<file path="src/iac_pkg.sv">
// Shared types and constants for the interval admission counter.
// No dependencies; imported by iac_cell and interval_admission_counter_core.
package iac_pkg;

  // Default configuration of the block
  localparam int unsigned SlotsDef    = 64;
  localparam int unsigned TimeBitsDef = 32;

  // Fixed field widths
  localparam int unsigned FieldTimeW  = 32;
  localparam int unsigned CapW        = 7;
  localparam int unsigned TotalW      = 32;
  localparam int unsigned OccW        = 7;

  // Control part of the sweep word handed from cell to cell
  typedef struct packed {
    logic vld;    // word present at this cell
    logic clr;    // restart: clear slots as the word passes
    logic found;  // a free slot has already been seen upstream
  } sweep_ctl_t;

  // Sequencer states, one-hot
  typedef enum logic [2:0] {
    S_IDLE   = 3'b001,
    S_SWEEP  = 3'b010,
    S_DECIDE = 3'b100
  } iac_state_e;

endpackage

</file>
<file path="src/interval_admission_counter_core.sv">
// Greedy k-server interval admission: sequencer, row of slot cells, counters.
// Depends on iac_pkg and iac_cell.
//
// Usage: intervals enter on the input channel (in_valid_i / in_stall_o) in
// nondecreasing arrival order, one word per interval with arrival, departure
// and restart. Each word yields exactly one result word on the output
// channel (out_valid_o / out_stall_i): the admit decision, the saturating
// admitted count since restart, and the number of busy servers.
// A sweep word walks the row of Slots cells, one cell per cycle; each cell
// frees its slot if its departure is before the arrival, adds its busy bit
// to the running count and marks itself if it is the first free slot. The
// marked cell then takes the interval when it is admitted.
// One interval is in work at a time: the next is accepted only after the
// decision for the last has been loaded, so the throughput is set by the
// length of the cell row.
// The capacity register (cfg_we_i / cfg_wdata_i) is to be written only while
// idle; the block does not enforce this. Values above Slots act as Slots.
// Reset empties all slots, clears the count and capacity. A stalled result
// holds in the output register; the next interval may be accepted meanwhile
// but its decision waits until the held result is taken.
module interval_admission_counter_core import iac_pkg::*; #(
  parameter int unsigned Slots    = SlotsDef,
  parameter int unsigned TimeBits = TimeBitsDef
) (
  input  logic                  clk_i,
  input  logic                  rst_ni,
  input  logic                  cfg_we_i,
  input  logic [CapW-1:0]       cfg_wdata_i,
  input  logic                  in_valid_i,
  output logic                  in_stall_o,
  input  logic [FieldTimeW-1:0] arrival_time_i,
  input  logic [FieldTimeW-1:0] departure_time_i,
  input  logic                  restart_i,
  output logic                  out_valid_o,
  input  logic                  out_stall_i,
  output logic                  admitted_o,
  output logic [TotalW-1:0]     admitted_count_o,
  output logic [OccW-1:0]       occupied_o
);

  localparam int unsigned CntW = $clog2(Slots + 1);
  localparam int unsigned CmpW = (CntW > CapW) ? CntW : CapW;
  localparam int unsigned OccSumW = (CmpW > OccW) ? CmpW : OccW;

  iac_state_e state_q, state_d;

  logic [CapW-1:0]     cap_q;
  logic [TimeBits-1:0] arr_t, dep_t;
  logic [TimeBits-1:0] arr_q, dep_q;
  logic                clr_q;
  logic                inject_q;
  logic                in_acc;
  logic                fire;
  logic                admit;
  logic [CntW-1:0]     busy_q;
  logic                found_q;
  logic [TotalW-1:0]   total_q, total_d, total_base;
  logic [OccSumW-1:0]  occ_sum;

  logic                out_valid_q;
  logic                admitted_q;
  logic [TotalW-1:0]   count_q;
  logic [OccW-1:0]     occ_q;

  sweep_ctl_t          ctl [Slots+1];
  logic [CntW-1:0]     cnt [Slots+1];

  // Mask or widen the times to the stored width
  if (TimeBits > FieldTimeW) begin : g_wide
    assign arr_t = {{(TimeBits - FieldTimeW){1'b0}}, arrival_time_i};
    assign dep_t = {{(TimeBits - FieldTimeW){1'b0}}, departure_time_i};
  end else if (TimeBits == FieldTimeW) begin : g_same
    assign arr_t = arrival_time_i;
    assign dep_t = departure_time_i;
  end else begin : g_narrow
    assign arr_t = arrival_time_i[TimeBits-1:0];
    assign dep_t = departure_time_i[TimeBits-1:0];
  end

  assign in_stall_o = (state_q != S_IDLE);
  assign in_acc     = in_valid_i && !in_stall_o;

  // Admission decision on the swept count
  assign admit = found_q && (CmpW'(busy_q) < CmpW'(cap_q));
  assign fire  = (state_q == S_DECIDE) && (!out_valid_q || !out_stall_i);

  // Sequence: accept, sweep the row, decide
  always_comb begin
    state_d = state_q;
    unique case (state_q)
      S_IDLE:   if (in_acc) state_d = S_SWEEP;
      S_SWEEP:  if (ctl[Slots].vld) state_d = S_DECIDE;
      S_DECIDE: if (fire) state_d = S_IDLE;
      default:  state_d = S_IDLE;
    endcase
  end

  // Saturating admitted total, cleared by restart
  always_comb begin
    total_base = clr_q ? '0 : total_q;
    total_d    = total_base;
    if (admit && (total_base != '1)) begin
      total_d = total_base + TotalW'(1);
    end
  end

  assign occ_sum = OccSumW'(busy_q) + OccSumW'(admit);

  always_ff @(posedge clk_i or negedge rst_ni) begin
    if (!rst_ni) begin
      state_q     <= S_IDLE;
      cap_q       <= '0;
      inject_q    <= 1'b0;
      total_q     <= '0;
      out_valid_q <= 1'b0;
    end else begin
      state_q  <= state_d;
      inject_q <= in_acc;
      if (cfg_we_i) begin
        cap_q <= cfg_wdata_i;
      end
      if (fire) begin
        total_q     <= total_d;
        out_valid_q <= 1'b1;
      end else if (!out_stall_i) begin
        out_valid_q <= 1'b0;
      end
    end
  end

  // Hold the word under work, capture the sweep tail, load results
  always_ff @(posedge clk_i) begin
    if (in_acc) begin
      arr_q <= arr_t;
      dep_q <= dep_t;
      clr_q <= restart_i;
    end
    if (ctl[Slots].vld) begin
      busy_q  <= cnt[Slots];
      found_q <= ctl[Slots].found;
    end
    if (fire) begin
      admitted_q <= admit;
      count_q    <= total_d;
      occ_q      <= occ_sum[OccW-1:0];
    end
  end

  // Head of the row
  assign ctl[0] = '{vld: inject_q, clr: clr_q, found: 1'b0};
  assign cnt[0] = '0;

  // Row of slot cells
  for (genvar i = 0; i < Slots; i++) begin : g_cell
    iac_cell #(
      .TimeBits(TimeBits),
      .CntW    (CntW)
    ) u_cell (
      .clk_i      (clk_i),
      .rst_ni     (rst_ni),
      .arrival_i  (arr_q),
      .departure_i(dep_q),
      .claim_i    (fire && admit),
      .ctl_i      (ctl[i]),
      .cnt_i      (cnt[i]),
      .ctl_o      (ctl[i+1]),
      .cnt_o      (cnt[i+1])
    );
  end

  assign out_valid_o      = out_valid_q;
  assign admitted_o       = admitted_q;
  assign admitted_count_o = count_q;
  assign occupied_o       = occ_q;

endmodule

</file>
<file path="src/iac_cell.sv">
// One slot of the admission chain: held departure, busy bit, first-free mark.
// Depends on iac_pkg for the sweep control struct.
module iac_cell import iac_pkg::*; #(
  parameter int unsigned TimeBits = TimeBitsDef,
  parameter int unsigned CntW     = 7
) (
  input  logic                clk_i,
  input  logic                rst_ni,
  input  logic [TimeBits-1:0] arrival_i,
  input  logic [TimeBits-1:0] departure_i,
  input  logic                claim_i,
  input  sweep_ctl_t          ctl_i,
  input  logic [CntW-1:0]     cnt_i,
  output sweep_ctl_t          ctl_o,
  output logic [CntW-1:0]     cnt_o
);

  logic [TimeBits-1:0] dep_q;
  logic                busy_q, busy_d;
  logic                first_q, first_d;
  sweep_ctl_t          ctl_q, ctl_d;
  logic [CntW-1:0]     cnt_q, cnt_d;
  logic                busy_eff;

  // Free the slot if restart or its departure lies before the arrival
  assign busy_eff = !ctl_i.clr && busy_q && !(dep_q < arrival_i);

  // Advance the sweep word and update the slot as it passes
  always_comb begin
    busy_d  = busy_q;
    first_d = first_q;
    ctl_d   = ctl_i;
    cnt_d   = cnt_i;
    if (ctl_i.vld) begin
      busy_d      = busy_eff;
      first_d     = !ctl_i.found && !busy_eff;
      ctl_d.found = ctl_i.found || !busy_eff;
      cnt_d       = cnt_i + CntW'(busy_eff);
    end
    if (claim_i && first_q) begin
      busy_d = 1'b1;
    end
  end

  always_ff @(posedge clk_i or negedge rst_ni) begin
    if (!rst_ni) begin
      busy_q  <= 1'b0;
      first_q <= 1'b0;
      ctl_q   <= '0;
    end else begin
      busy_q  <= busy_d;
      first_q <= first_d;
      ctl_q   <= ctl_d;
    end
  end

  // Payload: count travels with the word, departure loads on a claim
  always_ff @(posedge clk_i) begin
    cnt_q <= cnt_d;
    if (claim_i && first_q) begin
      dep_q <= departure_i;
    end
  end

  assign ctl_o = ctl_q;
  assign cnt_o = cnt_q;

endmodule
</file>
<file path="config.mk">
export PLATFORM = sky130hd
export DESIGN_NAME = interval_admission_counter_core
export DESIGN_NICKNAME = d
export VERILOG_FILES = /design/src/iac_pkg.sv /design/src/interval_admission_counter_core.sv /design/src/iac_cell.sv
export SDC_FILE = /design/constraint.sdc
export NUM_CORES = 2
export LEC_CHECK = 0
export ABC_AREA = 0
export BUFFER_PORTS_ARGS = -buffer_cell sky130_fd_sc_hd__buf_2
export CAP_MARGIN = 10
export CORE_ASPECT_RATIO = 1.5
export CORE_MARGIN = 3
export CORE_UTILIZATION = 45
export DETAILED_ROUTE_END_ITERATION = 7
export GPL_TIMING_DRIVEN = 0
export PLACE_DENSITY = 0.58
export SYNTH_ARGS = -nofsm -noshare
export SYNTH_HDL_FRONTEND = slang
export SYNTH_SLANG_ARGS = --single-unit
</file>
<file path="constraint.sdc">
create_clock -name clk_i -period 9.6 [get_ports clk_i]
set_clock_uncertainty 0.05 [all_clocks]
set_input_delay 0.48 -clock clk_i [delete_from_list [all_inputs] [get_ports clk_i]]
set_output_delay 0.48 -clock clk_i [all_outputs]
set_load 0.01 [all_outputs]
</file>
==> flow_summary.toml <==
[logic_synthesis]
yosysMostFrequentCell = "edfxtp_1"
post_synth_inst_count = 10256
yosysTopAreaCell = "edfxtp_1"
syn-cell-area_sq_mm = 0.139
synth_edf_count = 2161
synth_area_leaders = "edfxtp_1 47%, ha_1 19%, dfrtp_1 6.5%"
synth.avg_cell_area_sq_um = 13.5
synth_seq_cells = 2951
synth_top_area_share = 0.467
ys_seq_area_frac = 0.595
synth_nets = 12451
synth_cell_types = 75
yosys_warnings = 0
synth_top_cells_by_count = "2161 x edfxtp_1, 2118 x ha_1, 895 x nand2_1"
synth-async-reset-ratio = 0.123
synth-main-ff-cell = "edfxtp_1"

[timing]
min_period_over_period = 0.576
setup_slack_ns = 4.07
fmax_ghz = 0.181
drv_slew = 0
rsz0062_at_grt = "false"
fin_setup_tns_ns = 0
relSlewSlack = 0.124
hold_viol = 0
period_needed_ns = 5.53
tightest_slew_ns = 1.30
setup_violations = 0

[routing]
via_count = 92303
dr.pass1.iters = 6
wl_per_cell_microns = 28.5
final_antenna_net_count = 0
viasPerCell = 6.01
drc_errors = 0
totalWireLength_microns = 437000
drtIter0Drc = 7713

[setup_path]
r2r-end = "g_cell[60].u_cell.dep_q[4]$_DFFE_PP_"
worstPathArrival_ns = 6.06
critPathKind = "flop to flop"
start_kind = "flop"
cp_data_required_time_ns = 10.12
endpoint_kind = "flop"
crit_path_max_fanout = 18
r2r-start = "busy_q[2]$_DFFE_PP_"
reg2reg_slack_ns = 4.07
ff2ff_path_depth = 10

[worst_hold_path]
min_from = "cfg_we_i"
hold_path_class = "primary input to flop"
worstHoldEndpoint = "cap_q[4]$_DFFE_PN0P_"
hold_depth = 3

[placed_design]
post-dp-hpwl_microns = 288000
place_ws_ns = 3.90
place_congestion = 0.827
dpl_cell_area_sq_mm = 0.152
portBuffers = 118

[cts]
cts_buffers = 294
max-clock-path-buffers = 4
clkSinkCount = 2951
clk_latency_ns = 0.89
path_clk_slew_ns = 0.07
cts_root_buf = "clkbuf_16"
h-tree-depth = 5
cts_tree = "yes"
post_cts_buffers = 0

[grt]
grt_pass1_wl_microns = 622000
grt_use_total = 0.272
grt_max_degree = 90
antenna_found_initial = 37
globalRouteOverflowTotal = 0
grt_pass1_vias = 93498

[floorplanning]
floorplan.initialDensity = 0.452
die_h_microns = 686
std_cell_rows = 249
dieArea_sq_mm = 0.315
die_x_microns = 459
core_area_sq_mm = 0.307
ios = 119

[layout]
area_delta_synth_final_pct = 18.1
postLayoutCellArea_sq_mm = 0.164
fillerInstances = 24639
nNetsFinal = 13271
drive_gt1_frac = 0.0966

[power]
power_mw = 25.6
power-per-cell-area_mw_per_mm2 = 156
vdd_drop_max_mv = 0.126
p_leak_nw = 64.2

[flow_run]
maxCapViolations = 0

[run_status]
status = "completed"
[metal layers]
| metal | vias to the layer above | GRT usage | share of wire |
|---|---|---|---|
| met5 | - | 0 | 0.00019 |
| met1 | 46115 | 0.307 | 0.36 |
| met2 | 3336 | 0.493 | 0.51 |
| li1 | 41612 | - | - |
| met3 | 1228 | 0.0350 | 0.060 |
| met4 | 12 | 0.152 | 0.067 |
[power by group]
part / leakage, nW / internal [mW] / total (mW) / switching (mW)
Combinational: 31.6 / 0.0461 / 0.107 / 0.0606
Sequential: 27.8 / 13.5 / 13.5 / 0.00366
Clock: 4.88 / 6.89 / 11.9 / 5.03
[cells by family after synthesis]
logic type / after synthesis / synth area share
AO/OA/AOI/OAI: 1839 / 0.0838
XOR/XNOR: 323 / 0.0204
adder cells (fa/ha/maj): 2118 / 0.191
buffers and inverters: 334 / 0.00911
flip-flops: 2951 / 0.595
multiplexers: 142 / 0.0114
AND/OR/NAND/NOR: 2549 / 0.0899
[critical path, cell delays in order (launching register included)]
cell and delay, ns:
edfxtp_1 0.51, ha_1 0.34, a21o_1 0.18, a31oi_1 0.16
o21ai_1 0.31, nor2_1 0.83, clkbuf_1 0.97, buf_2 0.80
nand2_1 0.23, inv_1 0.58, buf_16 0.24
[worst max path at each step]
stage | startpoint | end
floorplan | state_q[0]$_DFFE_PN1P_ | arr_q[0]$_DFFE_PP_
global placement | rst_ni | g_cell[36].u_cell.ctl_o[2]$_DFF_PN0_
detailed placement | busy_q[2]$_DFFE_PP_ | g_cell[60].u_cell.dep_q[10]$_DFFE_PP_
CTS | busy_q[2]$_DFFE_PP_ | g_cell[15].u_cell.dep_q[10]$_DFFE_PP_
global route | busy_q[2]$_DFFE_PP_ | g_cell[15].u_cell.dep_q[15]$_DFFE_PP_
finish | busy_q[2]$_DFFE_PP_ | g_cell[60].u_cell.dep_q[4]$_DFFE_PP_
[cell usage in the layout (no fill, tap or decap), types with 128 or more instances in the layout]
cell       synthesis  routed
nand4_1          457     457
o21ai_0          315     315
edfxtp_1        2161    2161
nor2_1           468     467
inv_1            249     218
mux2_2           128     128
a21oi_1          767     767
nor3_1           196     196
dfrtp_1          362     362
clkbuf_16          0     320
nand3_1          157     157
buf_16             0     293
ha_1            2118    2118
xnor2_1          209     209
nand2_1          895     895
dfxtp_1          427     427
[metrics by stage]
stage | utilization | cells | hold WS (ns)
2_1_floorplan | - | 10256 | 0.134
3_3_place_gp | 0.471 | 14390 | 0.308
3_5_place_dp | 0.494 | 14653 | 0.307
4_1_cts | 0.529 | 15271 | 0.00532
5_1_grt | 0.534 | 15350 | 0.0829
6_report | 0.534 | 15357 | 0.0661
[flip-flops by register name (all words and copies together) (netlist names), 32 cells and up]
name                   flops
dep_q                     32
g_cell.u_cell.dep_q     2048
g_cell.u_cell.cnt_o      427
g_cell.u_cell.ctl_o      191
g_cell.u_cell.busy_q      64
arr_q                     32
admitted_count_o          32
total_q                   32
g_cell.u_cell.first_q     64
[area by class of cell]
type	count	area, sq um	area share
diodes	29	72.6	0.000443
plain buffers	84	333	0.00203
clock buffers	403	8640	0.0527
clock inverters	129	1220	0.00746
inverters	250	1130	0.00687
multi-input cells	6971	55000	0.336
flip-flops and latches	2951	82500	0.503
well taps	4016	5020	0.0306
repair buffers	524	9980	0.0609
[what timing repair did]
item,CTS,global route
gates resized for setup,0,0
hold endpoints to repair,183,0
hold buffers,86,0
(Power assumes the default switching activity.)
